--- config.mk ---
export PLATFORM = sky130hd
export DESIGN_NAME = utf8_byte_stream_decoder
export DESIGN_NICKNAME = d
export VERILOG_FILES = /design/src/rtl/core/utf8bd_pkg.sv /design/src/rtl/core/utf8bd_decode.sv /design/src/rtl/core/utf8bd_emit.sv /design/src/rtl/core/utf8_byte_stream_decoder.sv
export SDC_FILE = /design/constraint.sdc
export NUM_CORES = 1
export LEC_CHECK = 0
export ABC_AREA = 1
export CORE_MARGIN = 5
export CORE_UTILIZATION = 45
export CTS_CLUSTER_DIAMETER = 50
export DETAILED_ROUTE_END_ITERATION = 16
export DONT_BUFFER_PORTS = 1
export PLACE_DENSITY = 0.69
export REMOVE_ABC_BUFFERS = 1
export SLEW_MARGIN = 20
export SYNTH_ARGS = -nofsm -noshare
export SYNTH_HDL_FRONTEND = slang
export SYNTH_SLANG_ARGS = --single-unit
--- constraint.sdc ---
create_clock -name clk -period 2.15 [get_ports clk]
set_input_delay 0.43 -clock clk [delete_from_list [all_inputs] [get_ports clk]]
set_output_delay 0.43 -clock clk [all_outputs]
set_load 0.01 [all_outputs]
--- src/rtl/core/utf8bd_pkg.sv ---
package utf8bd_pkg;

	localparam int CP_W = 21;
	localparam logic [CP_W-1:0] REPL_CP = 21'h00FFFD;
	localparam logic [CP_W-1:0] MIN_3B = 21'h000800;
	localparam logic [CP_W-1:0] MIN_4B = 21'h010000;
	localparam logic [CP_W-1:0] MAX_CP = 21'h10FFFF;

	localparam logic [7:0] LEAD_ASCII_END = 8'h80;
	localparam logic [7:0] LEAD_2B = 8'hC2;
	localparam logic [7:0] LEAD_3B = 8'hE0;
	localparam logic [7:0] LEAD_4B = 8'hF0;
	localparam logic [7:0] LEAD_BAD = 8'hF5;
	localparam logic [7:0] CONT_MASK = 8'hC0;
	localparam logic [7:0] CONT_TAG = 8'h80;

	// results caused by one input item: some replacements, then maybe one tail
	typedef struct packed {
		logic [2:0]      nrep;
		logic            tail_vld;
		logic [CP_W-1:0] tail_cp;
		logic            tail_rep;
	} burst_t;

endpackage

--- src/rtl/core/utf8bd_decode.sv ---
module utf8bd_decode (
	input  logic                clk,
	input  logic                arst_n,
	input  logic                take,
	input  logic [7:0]          data_byte,
	input  logic                stream_end,
	output utf8bd_pkg::burst_t  burst
);
	import utf8bd_pkg::*;

	logic [1:0]      exp_q;
	logic [1:0]      taken_q;
	logic [CP_W-1:0] pv_q;
	logic [1:0]      exp_d;
	logic [1:0]      taken_d;
	logic [CP_W-1:0] pv_d;

	logic [1:0]      lead_exp;
	logic [CP_W-1:0] lead_pv;
	logic            lead_tail_vld;
	logic [CP_W-1:0] lead_tail_cp;
	logic            lead_tail_rep;

	logic            is_cont;
	logic [CP_W-1:0] pv_shift;
	logic [1:0]      taken_inc;
	logic            bad_seq;

	// what the byte does when seen as a lead
	always_comb begin
		lead_exp = 2'd0;
		lead_pv = '0;
		lead_tail_vld = 1'b1;
		lead_tail_cp = REPL_CP;
		lead_tail_rep = 1'b1;
		if (data_byte < LEAD_ASCII_END) begin
			lead_tail_cp = {{(CP_W-8){1'b0}}, data_byte};
			lead_tail_rep = 1'b0;
		end else if (data_byte < LEAD_2B) begin
			lead_tail_vld = 1'b1;
		end else if (data_byte < LEAD_3B) begin
			lead_exp = 2'd1;
			lead_pv = {{(CP_W-5){1'b0}}, data_byte[4:0]};
			lead_tail_vld = 1'b0;
		end else if (data_byte < LEAD_4B) begin
			lead_exp = 2'd2;
			lead_pv = {{(CP_W-4){1'b0}}, data_byte[3:0]};
			lead_tail_vld = 1'b0;
		end else if (data_byte < LEAD_BAD) begin
			lead_exp = 2'd3;
			lead_pv = {{(CP_W-3){1'b0}}, data_byte[2:0]};
			lead_tail_vld = 1'b0;
		end
	end

	assign is_cont = (data_byte & CONT_MASK) == CONT_TAG;
	assign pv_shift = {pv_q[CP_W-7:0], data_byte[5:0]};
	assign taken_inc = taken_q + 2'd1;
	assign bad_seq = ((exp_q == 2'd2) && (pv_shift < MIN_3B)) ||
		((exp_q == 2'd3) && ((pv_shift < MIN_4B) || (pv_shift > MAX_CP)));

	always_comb begin
		exp_d = exp_q;
		taken_d = taken_q;
		pv_d = pv_q;
		burst = '0;
		if (stream_end) begin
			exp_d = 2'd0;
			taken_d = 2'd0;
			pv_d = '0;
		end else if (exp_q == 2'd0) begin
			exp_d = lead_exp;
			taken_d = 2'd0;
			pv_d = lead_pv;
			burst.tail_vld = lead_tail_vld;
			burst.tail_cp = lead_tail_cp;
			burst.tail_rep = lead_tail_rep;
		end else if (is_cont) begin
			if (taken_inc == exp_q) begin
				exp_d = 2'd0;
				taken_d = 2'd0;
				pv_d = '0;
				if (bad_seq) begin
					burst.nrep = {1'b0, exp_q} + 3'd1;
				end else begin
					burst.tail_vld = 1'b1;
					burst.tail_cp = pv_shift;
					burst.tail_rep = 1'b0;
				end
			end else begin
				taken_d = taken_inc;
				pv_d = pv_shift;
			end
		end else begin
			// broken sequence: one replacement per byte so far, then start over
			burst.nrep = {1'b0, taken_q} + 3'd1;
			exp_d = lead_exp;
			taken_d = 2'd0;
			pv_d = lead_pv;
			burst.tail_vld = lead_tail_vld;
			burst.tail_cp = lead_tail_cp;
			burst.tail_rep = lead_tail_rep;
		end
	end

	always_ff @(posedge clk or negedge arst_n) begin
		if (!arst_n) begin
			exp_q <= 2'd0;
			taken_q <= 2'd0;
			pv_q <= '0;
		end else if (take) begin
			exp_q <= exp_d;
			taken_q <= taken_d;
			pv_q <= pv_d;
		end
	end

endmodule

--- src/rtl/core/utf8bd_emit.sv ---
module utf8bd_emit (
	input  logic                     clk,
	input  logic                     arst_n,
	input  logic                     load,
	input  utf8bd_pkg::burst_t       burst,
	output logic                     room,
	output logic                     out_valid,
	input  logic                     out_ready,
	output logic [utf8bd_pkg::CP_W-1:0] out_cp,
	output logic                     out_rep,
	output logic                     out_last
);
	import utf8bd_pkg::*;

	logic       s1_valid_s1;
	burst_t     s1_burst_s1;
	logic       em_valid_q;
	logic [2:0] em_nrep_q;
	logic       em_tail_vld_q;
	logic [CP_W-1:0] em_cp_q;
	logic       em_rep_q;
	logic       em_done;
	logic       em_free;
	logic       s1_move;
	logic       s1_load;

	assign out_valid = em_valid_q;
	assign out_cp = (em_nrep_q != 3'd0) ? REPL_CP : em_cp_q;
	assign out_rep = (em_nrep_q != 3'd0) ? 1'b1 : em_rep_q;
	assign out_last = (em_nrep_q == 3'd0) || ((em_nrep_q == 3'd1) && !em_tail_vld_q);

	assign em_done = em_valid_q && out_ready && out_last;
	assign em_free = !em_valid_q || em_done;
	assign s1_move = s1_valid_s1 && em_free;
	assign room = !s1_valid_s1 || em_free;
	// items that cause no result never enter the buffer
	assign s1_load = load && ((burst.nrep != 3'd0) || burst.tail_vld);

	always_ff @(posedge clk or negedge arst_n) begin
		if (!arst_n) begin
			s1_valid_s1 <= 1'b0;
		end else if (s1_load) begin
			s1_valid_s1 <= 1'b1;
		end else if (s1_move) begin
			s1_valid_s1 <= 1'b0;
		end
	end

	always_ff @(posedge clk) begin
		if (s1_load) begin
			s1_burst_s1 <= burst;
		end
	end

	always_ff @(posedge clk or negedge arst_n) begin
		if (!arst_n) begin
			em_valid_q <= 1'b0;
			em_nrep_q <= 3'd0;
			em_tail_vld_q <= 1'b0;
		end else if (s1_move) begin
			em_valid_q <= 1'b1;
			em_nrep_q <= s1_burst_s1.nrep;
			em_tail_vld_q <= s1_burst_s1.tail_vld;
		end else if (em_done) begin
			em_valid_q <= 1'b0;
		end else if (em_valid_q && out_ready) begin
			em_nrep_q <= em_nrep_q - 3'd1;
		end
	end

	always_ff @(posedge clk) begin
		if (s1_move) begin
			em_cp_q <= s1_burst_s1.tail_cp;
			em_rep_q <= s1_burst_s1.tail_rep;
		end
	end

endmodule

--- src/rtl/core/utf8_byte_stream_decoder.sv ---
// UTF-8 decoder: takes one byte per item and gives Unicode code points, one per output item,
// with U+FFFD marked in m_tuser for malformed bytes. An input item is taken every cycle
// while output is flowing; an item that causes k results keeps the output register busy
// until all k are taken, so the sustained rate is one byte per cycle for well-formed text
// and slows only on errors (up to four results for one byte). The byte is decoded into
// a one-entry result buffer, then replayed by the output register, which lets the next
// byte enter while a result waits for m_tready. s_tlast marks end of stream: its data is
// ignored and an unfinished sequence is dropped.
module utf8_byte_stream_decoder (
	input  logic        clk,
	input  logic        arst_n,
	input  logic        s_tvalid,
	output logic        s_tready,
	input  logic [7:0]  s_tdata,  // [7:0] data_byte
	input  logic        s_tlast,  // stream_end
	output logic        m_tvalid,
	input  logic        m_tready,
	output logic [23:0] m_tdata,  // [20:0] code_point, [23:21] zero
	output logic        m_tuser,  // is_replacement
	output logic        m_tlast   // last_of_run
);
	import utf8bd_pkg::*;

	logic            take;
	burst_t          burst;
	logic [CP_W-1:0] cp;

	assign take = s_tvalid && s_tready;

	utf8bd_decode u_decode (
		.clk        (clk),
		.arst_n     (arst_n),
		.take       (take),
		.data_byte  (s_tdata),
		.stream_end (s_tlast),
		.burst      (burst)
	);

	utf8bd_emit u_emit (
		.clk       (clk),
		.arst_n    (arst_n),
		.load      (take),
		.burst     (burst),
		.room      (s_tready),
		.out_valid (m_tvalid),
		.out_ready (m_tready),
		.out_cp    (cp),
		.out_rep   (m_tuser),
		.out_last  (m_tlast)
	);

	assign m_tdata = {3'b000, cp};

endmodule

==> metrics.txt <==
area leader, netlist=edfxtp_1; maximum vdd drop=0.0003907 V; synth-to-layout area growth=14.84%; first-pass GRT wire length=11360 um; wire per inst=15.37 um; CTS Sinks=73; Die W=98.91 um; DR vias/cell=5.145; Synth top area share=40.52%; Max Fclk=0.4893 GHz; Leak=0.001649 uW; Main synth FF type=edfxtp_1; initial antenna violation count=0; Post-synth top cells=edfxtp_1 (48), nand2_1 (43), inv_1 (39); asr flop ratio synth=34.25%; gr ovfl total=0; H-tree levels=3; GR peak layer=met2; total number of vias=2310; number of routed nets with antenna violations=0; Total Wirelength=6901 um; vias in the first global route=2307; most area-consuming cells after synthesis=edfxtp_1 (41%), dfrtp_1 (18%), nand2_1 (4.5%); endpoints failing setup=0; Synth Register Bits=73; CTS tree=built; GPL Wtd Cong=0.8740; Critical Path RT=1.72 ns; Buffers on Ports=0; Final Core Density=52.87%; count of cell types in the netlist=38; I/O pin total=41; Detailed Routing Iterations Pass 1=4; Worst Setup Start Kind=register; DRC viols=0; GR met1 Demand/Resource=17.83%; Worst Path Class, Setup=register to output port; syn avg cell area=11.19 um^2; sequential area share after synthesis=58.11%; Clock Path Buffers=2; outcome=finished clean; Max Slew Vio Count=0; num rows=32; CTS Buf Count=9; share of layout cells above drive strength 1=32.28%; Post-Syn Area=3557 um^2; Post-Route Setup TNS=0 ns; Clk pin slew, worst setup/hold paths=0.07 ns; crit path cell chain=inv_1, ha_2, nand2_4, buf_4, or2_2; Power Density=1002 nW/um^2; CP max stage delay=0.36 ns; ratio of final minimum period to clock period=95.05%; most frequent cell after synthesis=edfxtp_1; YS warnings=0; max-cap violations=0; grt met2 use=25.21%; CP Capture Type=output port; met3 usage=3.963%; Final min period=2.044 ns; Die Y-Extent=98.91 um; nets@finish=362; Setup Skew=0.007601 ns; Iter 0 DRT Violations=135; clock root cell=clkbuf_8; die area=9783 um^2; Initial Util=46.03%; n_diodes=0; type of the most critical hold path=primary input to register; CP max stage cell=dfrtp_1; cell count after synthesis=318; Post-synth EDFFs=48; Arrival @ worst endpoint=1.61 ns; pin count of the biggest net entering global routing=28; worst skew pair latency=0.34 ns; CP max FO=22; core area=7727 um^2; Total GRT Usage=14.89%; Final Hold Vio Count=0; Final HPWL DP=4896 um
[per-layer routing]
layer	vias up	share of wire [%]
met1	1108	40
met2	67	52
met3	16	6.0
li1	1119	-
met5	-	0
met4	0	2.0
[sequential cells by signal, summed over array words and instances (netlist names)]
register / flops
u_decode.exp_q: 2
u_decode.pv_q: 15
u_decode.taken_q: 2
u_emit.em_cp_q: 21
u_emit.em_nrep_q: 3
u_emit.em_rep_q: 1
u_emit.em_tail_vld_q: 1
u_emit.out_valid: 1
u_emit.s1_burst_s1: 26
u_emit.s1_valid_s1: 1
[area by class of cell]
class | instances | area, um^2
inverters | 54 | 210.2
clock buffers | 10 | 127.6
well taps | 102 | 127.6
flip-flops and latches | 73 | 2067
fillers | 675 | 3642
repair buffers | 20 | 245.2
multi-input cells | 184 | 1249
clock inverters | 6 | 58.81
[power breakdown]
part           switching [uW]  leakage (uW)  internal (uW)
Clock                     476     0.0000998            530
Sequential               91.8      0.000787           1790
Combinational             748      0.000763            452
[worst max-delay path, delay by kind of cell (launching register included)]
kind | cells | cell delay, ns
buffers and inverters | 2 | 0.30
and+or+nand+nor | 2 | 0.39
adders and majority gates | 1 | 0.21
DFF | 1 | 0.36
[path summary, 6_finish.rpt]
kind | cells past startpoint | from | slack, ns | end
min reg2reg | 0 | u_emit.s1_burst_s1[6]$_SDFFCE_PP0P_ | 0.42 | u_emit.em_cp_q[5]$_DFFE_PP_
min in group asynchronous | 2 | arst_n | 0.52 | u_emit.em_nrep_q[2]$_DFFE_PN0P_
max | 5 | u_emit.em_nrep_q[1]$_DFFE_PN0P_ | 0.11 | m_tdata[14]
min | 2 | s_tdata[1] | 0.26 | u_decode.pv_q[1]$_DFFE_PN0P_
max reg2reg | 13 | u_decode.taken_q[0]$_DFFE_PN0P_ | 0.12 | u_emit.s1_burst_s1[22]$_DFFE_PP_
max in group asynchronous | 2 | arst_n | 1.47 | u_decode.pv_q[10]$_DFFE_PN0P_
[stage by stage]
stage	cells	instance area [um^2]	setup slack, ns	total power [uW]	hold slack (ns)
CTS	443	3975	0.02040	4068	0.2435
global placement	423	3724	0.1208	2968	0.1353
detailed placement	423	3724	0.02729	3009	0.1353
finish	449	4085	0.1064	4092	0.2553
floorplan	311	3496	-0.2089	2702	0.1344
global route	449	4085	-0.02670	4346	0.2585
[cells in the final DEF, fill, tap and decap left out, types with 9 or more instances in the layout]
master / instances
edfxtp_1: 48
nand2_1: 41
inv_1: 36
dfrtp_1: 25
nor2_1: 21
or2_2: 17
inv_2: 13
buf_4: 13
nand3_1: 9
o22ai_2: 9
o21ai_1: 9
clkbuf_8: 9
[kinds of logic (layout without fill, tap and decap cells)]
| kind of cell | Yosys count | count (layout) | synth area share, % |
|---|---|---|---|
| buffers and inverters | 63 | 90 | 7.703 |
| XOR/XNOR | 1 | 1 | 0.2463 |
| AO/OA/AOI/OAI | 51 | 51 | 12.28 |
| other | 1 | 3 | 0.1054 |
| adder cells (fa/ha/maj) | 7 | 7 | 2.462 |
| AND/OR/NAND/NOR | 122 | 122 | 19.10 |
| flip-flops | 73 | 73 | 58.11 |
[what timing repair did]
item	in CTS	in global routing
cloned	1	2
endpoints found under the hold margin	25	0
setup buffers	1	4
hold buffers	2	0
gates resized for setup	2	9
endpoints found under the setup margin	2	43
pin swaps	0	4
No activity file was read; power rests on OpenSTA's default activity.
